==> src/sv/pst_pkg.sv <==
`timescale 1ns / 1ps

package pst_pkg;

   // fixed field widths
   localparam int LINE_W   = 14;
   localparam int PRIO_W   = 16;
   localparam int HID_W    = 32;
   localparam int STATUS_W = 3;
   localparam int SLOT_W   = 4;
   localparam int COUNT_W  = 4;

   // request kinds
   localparam logic KIND_ADD    = 1'b0;
   localparam logic KIND_REMOVE = 1'b1;

   typedef enum logic [STATUS_W-1:0] {
      STAT_MERGED    = 3'd0,
      STAT_INSERTED  = 3'd1,
      STAT_INVALID   = 3'd2,
      STAT_DUPLICATE = 3'd3,
      STAT_FULL      = 3'd4,
      STAT_CLEARED   = 3'd5,
      STAT_REMOVED   = 3'd6,
      STAT_NOTFOUND  = 3'd7
   } status_type;

   typedef struct packed {
      logic              kind;
      logic [LINE_W-1:0] line_mask;
      logic [HID_W-1:0]  handler;
      logic [PRIO_W-1:0] priority_req;
   } req_type;

   typedef struct packed {
      status_type         status;
      logic [SLOT_W-1:0]  slot;
      logic [LINE_W-1:0]  present_lines;
      logic [COUNT_W-1:0] entry_count;
   } rsp_type;

   typedef struct packed {
      logic [LINE_W-1:0] lines;
      logic [PRIO_W-1:0] prio;
      logic [HID_W-1:0]  hid;
   } entry_type;

   typedef enum logic [1:0] {
      ST_IDLE,
      ST_CHECK,
      ST_WALK,
      ST_FINISH
   } state_type;

   typedef enum logic [2:0] {
      OP_NONE,
      OP_LOAD,
      OP_STEP,
      OP_MERGE,
      OP_INSERT,
      OP_CLEAR,
      OP_DELETE,
      OP_PUBLISH
   } dp_op_type;

   // controller to datapath
   typedef struct packed {
      dp_op_type  op;
      logic       note;      // latch status and slot this cycle
      status_type status;
      logic       slot_hit;  // slot is the walk index, else zero
   } dp_cmd_type;

   // datapath to controller
   typedef struct packed {
      logic is_remove;
      logic invalid;
      logic dup;
      logic full;
      logic last;
      logic occ;
      logic match_add;
      logic place_add;
      logic hit_rm;
      logic empties;
   } dp_stat_type;

endpackage

==> src/sv/pst_datapath.sv <==
`timescale 1ns / 1ps

module pst_datapath #(
   parameter int LINE_COUNT = 14
) (
   input  logic                clock,
   input  logic                reset,
   input  pst_pkg::dp_cmd_type cmd,
   input  pst_pkg::req_type    req_data,
   output pst_pkg::dp_stat_type stat,
   output pst_pkg::rsp_type    rsp_data
);
   import pst_pkg::*;

   localparam int IDX_W   = (LINE_COUNT > 1) ? $clog2(LINE_COUNT) : 1;
   localparam int CNT_W   = $clog2(LINE_COUNT + 1);
   localparam int SCOPE_N = (LINE_COUNT < LINE_W) ? LINE_COUNT : LINE_W;
   localparam logic [LINE_W-1:0] SCOPE = LINE_W'((64'd1 << SCOPE_N) - 64'd1);

   entry_type          tbl_ff [LINE_COUNT];
   entry_type          tbl_in [LINE_COUNT];
   entry_type          prev_entry [LINE_COUNT];
   entry_type          next_entry [LINE_COUNT];
   entry_type          cur;
   entry_type          new_entry;
   logic [LINE_W-1:0]  present_ff, present_in;
   logic [CNT_W-1:0]   count_ff, count_in;
   logic [IDX_W-1:0]   idx_ff, idx_in;
   logic               kind_ff, kind_in;
   logic [LINE_W-1:0]  mask_ff, mask_in;
   logic [HID_W-1:0]   hid_ff, hid_in;
   logic [PRIO_W-1:0]  prio_ff, prio_in;
   status_type         status_ff, status_in;
   logic [IDX_W-1:0]   slot_ff, slot_in;
   rsp_type            rsp_ff, rsp_in;
   logic [LINE_W-1:0]  gone;

   // neighbor taps for the shift moves
   for (genvar g = 0; g < LINE_COUNT; g++) begin : g_taps
      if (g == 0) begin : g_first
         assign prev_entry[g] = '0;
      end else begin : g_prev
         assign prev_entry[g] = tbl_ff[g-1];
      end
      if (g == LINE_COUNT - 1) begin : g_lastt
         assign next_entry[g] = '0;
      end else begin : g_next
         assign next_entry[g] = tbl_ff[g+1];
      end
   end

   // entry under the walk index
   assign cur       = tbl_ff[idx_ff];
   assign gone      = cur.lines & mask_ff;
   assign new_entry = '{lines: mask_ff, prio: prio_ff, hid: hid_ff};

   // status back to the controller
   always_comb begin
      stat.is_remove = (kind_ff == KIND_REMOVE);
      stat.invalid   = (mask_ff == '0) || (hid_ff == '0);
      stat.dup       = (present_ff & mask_ff) != '0;
      stat.full      = (count_ff == CNT_W'(LINE_COUNT));
      stat.last      = (idx_ff == IDX_W'(LINE_COUNT - 1));
      stat.occ       = (cur.lines != '0);
      stat.match_add = stat.occ && (cur.prio == prio_ff) && (cur.hid == hid_ff);
      stat.place_add = !stat.occ || (cur.prio > prio_ff);
      stat.hit_rm    = (gone != '0);
      stat.empties   = (cur.lines & ~mask_ff) == '0;
   end

   // table update
   always_comb begin
      for (int k = 0; k < LINE_COUNT; k++) begin
         tbl_in[k] = tbl_ff[k];
         unique case (cmd.op)
            OP_MERGE: begin
               if (IDX_W'(k) == idx_ff) begin
                  tbl_in[k].lines = tbl_ff[k].lines | mask_ff;
               end
            end
            OP_INSERT: begin
               if (IDX_W'(k) == idx_ff) begin
                  tbl_in[k] = new_entry;
               end else if (IDX_W'(k) > idx_ff) begin
                  tbl_in[k] = prev_entry[k];
               end
            end
            OP_CLEAR: begin
               if (IDX_W'(k) == idx_ff) begin
                  tbl_in[k].lines = tbl_ff[k].lines & ~mask_ff;
               end
            end
            OP_DELETE: begin
               if (IDX_W'(k) >= idx_ff) begin
                  tbl_in[k] = next_entry[k];
               end
            end
            default: begin
            end
         endcase
      end
   end

   // summary state, request hold, walk index, result
   always_comb begin
      present_in = present_ff;
      count_in   = count_ff;
      idx_in     = idx_ff;
      kind_in    = kind_ff;
      mask_in    = mask_ff;
      hid_in     = hid_ff;
      prio_in    = prio_ff;
      rsp_in     = rsp_ff;
      unique case (cmd.op)
         OP_LOAD: begin
            kind_in = req_data.kind;
            mask_in = req_data.line_mask & SCOPE;
            hid_in  = req_data.handler;
            prio_in = req_data.priority_req;
            idx_in  = '0;
         end
         OP_STEP: begin
            idx_in = idx_ff + IDX_W'(1);
         end
         OP_MERGE: begin
            present_in = present_ff | mask_ff;
         end
         OP_INSERT: begin
            present_in = present_ff | mask_ff;
            count_in   = count_ff + CNT_W'(1);
         end
         OP_CLEAR: begin
            present_in = present_ff & ~gone;
         end
         OP_DELETE: begin
            present_in = present_ff & ~gone;
            if (count_ff != '0) begin
               count_in = count_ff - CNT_W'(1);
            end
         end
         OP_PUBLISH: begin
            rsp_in.status        = status_ff;
            rsp_in.slot          = SLOT_W'(slot_ff);
            rsp_in.present_lines = present_ff;
            rsp_in.entry_count   = COUNT_W'(count_ff);
         end
         default: begin
         end
      endcase
      status_in = cmd.note ? cmd.status : status_ff;
      slot_in   = cmd.note ? (cmd.slot_hit ? idx_ff : '0) : slot_ff;
   end

   // control-side state
   always_ff @(posedge clock) begin
      if (reset) begin
         for (int k = 0; k < LINE_COUNT; k++) begin
            tbl_ff[k] <= '0;
         end
         present_ff <= '0;
         count_ff   <= '0;
      end else begin
         for (int k = 0; k < LINE_COUNT; k++) begin
            tbl_ff[k] <= tbl_in[k];
         end
         present_ff <= present_in;
         count_ff   <= count_in;
      end
   end

   // payload registers
   always_ff @(posedge clock) begin
      idx_ff    <= idx_in;
      kind_ff   <= kind_in;
      mask_ff   <= mask_in;
      hid_ff    <= hid_in;
      prio_ff   <= prio_in;
      status_ff <= status_in;
      slot_ff   <= slot_in;
      rsp_ff    <= rsp_in;
   end

   assign rsp_data = rsp_ff;

endmodule

==> src/sv/pst_ctrl.sv <==
`timescale 1ns / 1ps

module pst_ctrl (
   input  logic                 clock,
   input  logic                 reset,
   input  logic                 req_valid,
   output logic                 req_ready,
   output logic                 rsp_valid,
   input  logic                 rsp_ready,
   input  pst_pkg::dp_stat_type stat,
   output pst_pkg::dp_cmd_type  cmd
);
   import pst_pkg::*;

   state_type state_ff, state_in;
   logic      rsp_valid_ff, rsp_valid_in;

   always_ff @(posedge clock) begin
      if (reset) begin
         state_ff     <= ST_IDLE;
         rsp_valid_ff <= 1'b0;
      end else begin
         state_ff     <= state_in;
         rsp_valid_ff <= rsp_valid_in;
      end
   end

   // next state and datapath commands
   always_comb begin
      state_in     = state_ff;
      rsp_valid_in = rsp_valid_ff && !rsp_ready;
      req_ready    = 1'b0;
      cmd.op       = OP_NONE;
      cmd.note     = 1'b0;
      cmd.status   = STAT_NOTFOUND;
      cmd.slot_hit = 1'b0;
      unique case (state_ff)
         ST_IDLE: begin
            req_ready = 1'b1;
            if (req_valid) begin
               cmd.op   = OP_LOAD;
               state_in = ST_CHECK;
            end
         end
         // up-front checks for add
         ST_CHECK: begin
            if (stat.is_remove) begin
               state_in = ST_WALK;
            end else if (stat.invalid) begin
               cmd.note   = 1'b1;
               cmd.status = STAT_INVALID;
               state_in   = ST_FINISH;
            end else if (stat.dup) begin
               cmd.note   = 1'b1;
               cmd.status = STAT_DUPLICATE;
               state_in   = ST_FINISH;
            end else begin
               state_in = ST_WALK;
            end
         end
         // one slot per cycle
         ST_WALK: begin
            cmd.note = 1'b1;
            state_in = ST_FINISH;
            if (!stat.is_remove) begin
               priority if (stat.match_add) begin
                  cmd.op       = OP_MERGE;
                  cmd.status   = STAT_MERGED;
                  cmd.slot_hit = 1'b1;
               end else if (stat.place_add && !stat.full) begin
                  cmd.op       = OP_INSERT;
                  cmd.status   = STAT_INSERTED;
                  cmd.slot_hit = 1'b1;
               end else if (stat.place_add || stat.last) begin
                  cmd.status = STAT_FULL;
               end else begin
                  cmd.note = 1'b0;
                  cmd.op   = OP_STEP;
                  state_in = ST_WALK;
               end
            end else begin
               priority if (!stat.occ) begin
                  cmd.status = STAT_NOTFOUND;
               end else if (stat.hit_rm && stat.empties) begin
                  cmd.op       = OP_DELETE;
                  cmd.status   = STAT_REMOVED;
                  cmd.slot_hit = 1'b1;
               end else if (stat.hit_rm) begin
                  cmd.op       = OP_CLEAR;
                  cmd.status   = STAT_CLEARED;
                  cmd.slot_hit = 1'b1;
               end else if (stat.last) begin
                  cmd.status = STAT_NOTFOUND;
               end else begin
                  cmd.note = 1'b0;
                  cmd.op   = OP_STEP;
                  state_in = ST_WALK;
               end
            end
         end
         // load the output register once it is free
         ST_FINISH: begin
            if (!rsp_valid_ff || rsp_ready) begin
               cmd.op       = OP_PUBLISH;
               rsp_valid_in = 1'b1;
               state_in     = ST_IDLE;
            end
         end
         default: begin
            state_in = ST_IDLE;
         end
      endcase
   end

   assign rsp_valid = rsp_valid_ff;

endmodule

==> src/sv/priority_sorted_handler_table.sv <==
// channel | ports                        | beat
// req     | req_valid req_ready req_data  | kind, line_mask, handler, priority_req
// rsp     | rsp_valid rsp_ready rsp_data  | status, slot, present_lines, entry_count
//
// one beat in, one beat out; an item passes load, check, table walk and publish
// in that order, the walk visiting n slots (0 for a rejected add, else 1 to
// LINE_COUNT) one slot per cycle; the next request is taken once the result is published
// inserts and deletes shift all table entries past the slot by one, in parallel
// synchronous reset empties the table, the present-lines mask and the entry count
// a new request is taken while the previous result still waits on rsp_ready,
// and then holds in its final step until the output register is free
`timescale 1ns / 1ps

module priority_sorted_handler_table #(
   parameter int LINE_COUNT = 14
) (
   input  logic             clock,
   input  logic             reset,
   input  logic             req_valid,
   output logic             req_ready,
   input  pst_pkg::req_type req_data,
   output logic             rsp_valid,
   input  logic             rsp_ready,
   output pst_pkg::rsp_type rsp_data
);
   import pst_pkg::*;

   dp_cmd_type  cmd;
   dp_stat_type stat;

   pst_ctrl u_ctrl (
      .clock     (clock),
      .reset     (reset),
      .req_valid (req_valid),
      .req_ready (req_ready),
      .rsp_valid (rsp_valid),
      .rsp_ready (rsp_ready),
      .stat      (stat),
      .cmd       (cmd)
   );

   pst_datapath #(
      .LINE_COUNT (LINE_COUNT)
   ) u_datapath (
      .clock    (clock),
      .reset    (reset),
      .cmd      (cmd),
      .req_data (req_data),
      .stat     (stat),
      .rsp_data (rsp_data)
   );

endmodule
==> config.mk <==
export PLATFORM = sky130hd
export DESIGN_NAME = priority_sorted_handler_table
export DESIGN_NICKNAME = d
export VERILOG_FILES = /design/src/sv/pst_pkg.sv /design/src/sv/pst_datapath.sv /design/src/sv/pst_ctrl.sv /design/src/sv/priority_sorted_handler_table.sv
export SDC_FILE = /design/constraint.sdc
export NUM_CORES = 2
export LEC_CHECK = 0
export BUFFER_PORTS_ARGS = -buffer_cell sky130_fd_sc_hd__buf_2
export CORE_MARGIN = 2
export CORE_UTILIZATION = 38
export CTS_CLUSTER_SIZE = 30
export DETAILED_ROUTE_END_ITERATION = 6
export PLACE_DENSITY = 0.6
export REMOVE_ABC_BUFFERS = 1
export SLEW_MARGIN = 20
export SYNTH_ARGS = -nofsm -noshare
export SYNTH_HDL_FRONTEND = slang
export SYNTH_HIERARCHICAL = 1
export SYNTH_SLANG_ARGS = --single-unit
==> constraint.sdc <==
create_clock -name clock -period 9.66 [get_ports clock]
set_input_delay 0.483 -clock clock [delete_from_list [all_inputs] [get_ports clock]]
set_output_delay 0.483 -clock clock [all_outputs]
set_load 0.02 [all_outputs]
==> results.md <==
* Status: finished clean
* R2R Path End: u_datapath/tbl_ff[5][52]$_SDFFE_PP0P_
* Die Span X at 397 um
* Crit path launch type: register
* Peak Freq at 115 MHz
* Number of synthesized flops with an enable pin at 99
* Initial antenna violation count at 1
* Crit path DAT at 9.24 ns
* Row cnt at 144
* Largest net degree at the start of global routing at 212
* Dpl cell area at 0.0602 mm2
* GRT Util Overall at 27.2%
* Cell taking the most area after synthesis: dfxtp_1
* Sum of negative setup slack at 0 ns
* Post-synth top cells: nor2_1 (1133), a21oi_1 (1054), dfxtp_1 (893), clkbuf_1 (625), mux2i_1 (489)
* Slew HR at 14.6%
* Share of layout cells above drive strength 1 at 10.5%
* Detail Route Antenna Nets at 0
* Critical Path RT at 10.21 ns
* Htree depth at 3
* Initial cell density of the core at 38.2%
* HP Class: input pin to register
* CP Max Fanout at 46
* Crit. End Element: register
* Vias in the first global route at 52900
* Post-cts sizing count at 0
* Core ar. at 0.154 mm2
* Design Area, Final at 0.0647 mm2
* Hold Path Depth at 2
* WS Path Type: register to register
* Setup ws final at 0.963 ns
* Post-synthesis cell area at 0.0587 mm2
* R2R setup slack at 0.96 ns
* Async SR Flop Fraction at 0%
* Clk_skew at 0.0826 ns
* Worst-Margin Slew at 1.28 ns
* Clk pin slew, worst setup/hold paths at 0.06 ns
* Pins over their slew limit at 0
* Die outline height at 397 um
* Grt total ovfl at 0
* Number of vias per cell at 6.37
* Worst Hold End: u_datapath/tbl_ff[3][20]$_SDFFE_PP0P_
* Synth area leaders: dfxtp_1 (30%), a21oi_1 (9.0%), mux2i_1 (8.3%)
* Worst r2r path cells at 21
* RePlAce Congestion at 0.868
* Clk Tree Root Cell: clkbuf_16
* Setup violators final at 0
* IO Port Bufs at 93
* Nets at 6923
* Hold Startpoint: reset
* Mapped Cells at 7197
* CTS buffer count at 115
* CTS Sinks at 992
* CTS Buffer Depth at 3
* Final min period at 8.70 ns
* Pwr dens at 235 mW/mm2
* Synth Flop Type: dfxtp_1
* Post-CTS Setup Bufs at 0
* CTS tree: built
* Wirelength, routed at 223000 um
* Final Non-Filler Cells at 8971
* Leak pwr at 22.3 nW
* Cell variety after synth at 77
* First-pass GRT wire length at 336000 um
* Placed instance count at 8692
* Place WS at 1.24 ns
* Syn Area/Cell at 8.16 um2
* Clk_lat worst skew at 0.79 ns
* Post-synthesis sequential area ratio at 35.5%
* RSZ-0062 raised after global routing: false
* First-pass DRT Iterations at 7
* Final hold vios at 0
* Die ar. at 0.158 mm2
* Core Util, Final at 42.1%
* Hold_buf cts at 63
* Post-DP HPWL at 122000 um
* WL/cell at 24.9 um
* Top-count cell post-synth: nor2_1
* Area growth syn-to-layout at 10.2%
* VDD IR-drop max at 0.195 mV
* Yosys top cell area share at 30.4%
* Period utilisation layout at 90.0%
* Max_cap viols at 0
* Multi-input logic area at 0.0338 mm2
* Filler cells at 15200
* Seq cells post-synth at 992
* Slowest CP cell: dfxtp_4
* Ys Warns at 6
* DR vias at 57200
* Ports at 94
* Crit-path max cell delay at 0.88 ns
* Critical Path, Cell by Cell: buf_4 > mux4_2 > mux4_2 > ha_1 > nand4_1 > or2_2 > nor3_1 > o221ai_1 > nor4_2 > nand4_1 > nor4_2 > or4b_1 > a21o_1 > a21oi_2 > inv_1 > or3_1 > nand2_1 > and2_1 > buf_4 > a21oi_1 > nor2_1
* Register area at 0.0209 mm2
* Residual DRC count at 0
* DRT iter0 DRCs at 8068
routing by layer:
| layer | global-route usage, % | vias to the layer above | part of all wire, % |
|---|---|---|---|
| li1 | - | 25400 | - |
| met1 | 36.3 | 28000 | 41 |
| met2 | 43.0 | 3184 | 45 |
| met3 | 4.89 | 596 | 9.3 |
| met4 | 11.4 | 0 | 4.3 |
| met5 | 0 | - | 0 |
sequential cells by signal, summed over array words and instances, names as in the netlist, 14 cells and up, named ones only:
name and flops:
u_datapath/mask_ff 14, u_datapath/prio_ff 16, u_datapath/present_ff 14, u_datapath/tbl_ff 868, u_datapath/hid_ff 32, u_datapath/rsp_data 25
layout by cell type, fill, tap and decap left out, types with 34 or more instances in the layout:
master | Yosys | layout
edfxtp_1 | 99 | 99
inv_1 | 339 | 338
a221oi_1 | 382 | 382
buf_2 | 58 | 92
a21oi_1 | 1054 | 1050
dfxtp_1 | 893 | 889
nand3_1 | 97 | 93
clkbuf_16 | 0 | 118
dlygate4sd3_1 | 0 | 64
mux2i_1 | 489 | 489
mux2_2 | 49 | 49
o21ai_0 | 375 | 372
nand2_1 | 423 | 407
nor3_1 | 61 | 58
clkbuf_8 | 0 | 34
a22oi_1 | 121 | 121
o211ai_1 | 98 | 98
nor2_1 | 1133 | 1116
a211oi_1 | 270 | 269
buf_4 | 16 | 119
mux4_2 | 189 | 189
nand2b_1 | 34 | 34
kinds of logic after synthesis:
| kind of cell | share of synthesized area (%) |
|---|---|
| AOI/OAI and AO/OA | 25.9 |
| buffers and inverters | 7.68 |
| xor gates and xnor gates | 0.716 |
| and+or+nand+nor | 12.7 |
| muxes | 16.9 |
| adders and majority gates | 0.588 |
| DFF | 35.5 |
final cells by class:
class	instances	area share, %
clock inverter	38	0.539
multi-input combinational	5082	52.2
antenna	1	0.00387
tap	2044	3.95
timing repair buffer	294	3.66
sequential	992	32.2
inverter	344	2.01
clock buffer	176	5.42
worst max path at each step:
stage | from | endpoint | slack [ns] | depth (start not counted)
detailed placement | register | u_datapath/tbl_ff[11][58]$_SDFFE_PP0P_ | 1.24 | 24
floorplan | register | u_datapath/count_ff[3]$_SDFFE_PP0P_ | -56.82 | 19
finish | register | u_datapath/tbl_ff[5][52]$_SDFFE_PP0P_ | 0.96 | 21
global placement | register | u_datapath/count_ff[3]$_SDFFE_PP0P_ | 1.32 | 26
global route | register | u_datapath/tbl_ff[11][52]$_SDFFE_PP0P_ | 0.60 | 22
CTS | register | u_datapath/tbl_ff[11][52]$_SDFFE_PP0P_ | 1.18 | 24
power by group:
group	switching (mW)	internal, mW	leakage, nW
logic	4.14	1.55	12.3
registers	0.567	4.47	8.12
clock network	1.92	2.55	1.91
total	6.62	8.57	22.3
critical path, delay by kind of cell, from the launching register on:
kind,cells,cell delay (ns)
and+or+nand+nor,11,4.47
muxes,2,0.98
buffers and inverters,3,0.94
DFF,1,0.88
AOI/OAI and AO/OA,4,0.86
adders and majority gates,1,0.32
through the flow:
stage	hold slack, ns	power (mW)
6_report	0.139	15.2
2_1_floorplan	0.400	8.31
5_1_grt	0.166	15.6
3_5_place_dp	0.407	10.6
4_1_cts	0.00359	15.1
3_3_place_gp	0.414	10.5
(Power assumes the default switching activity.)
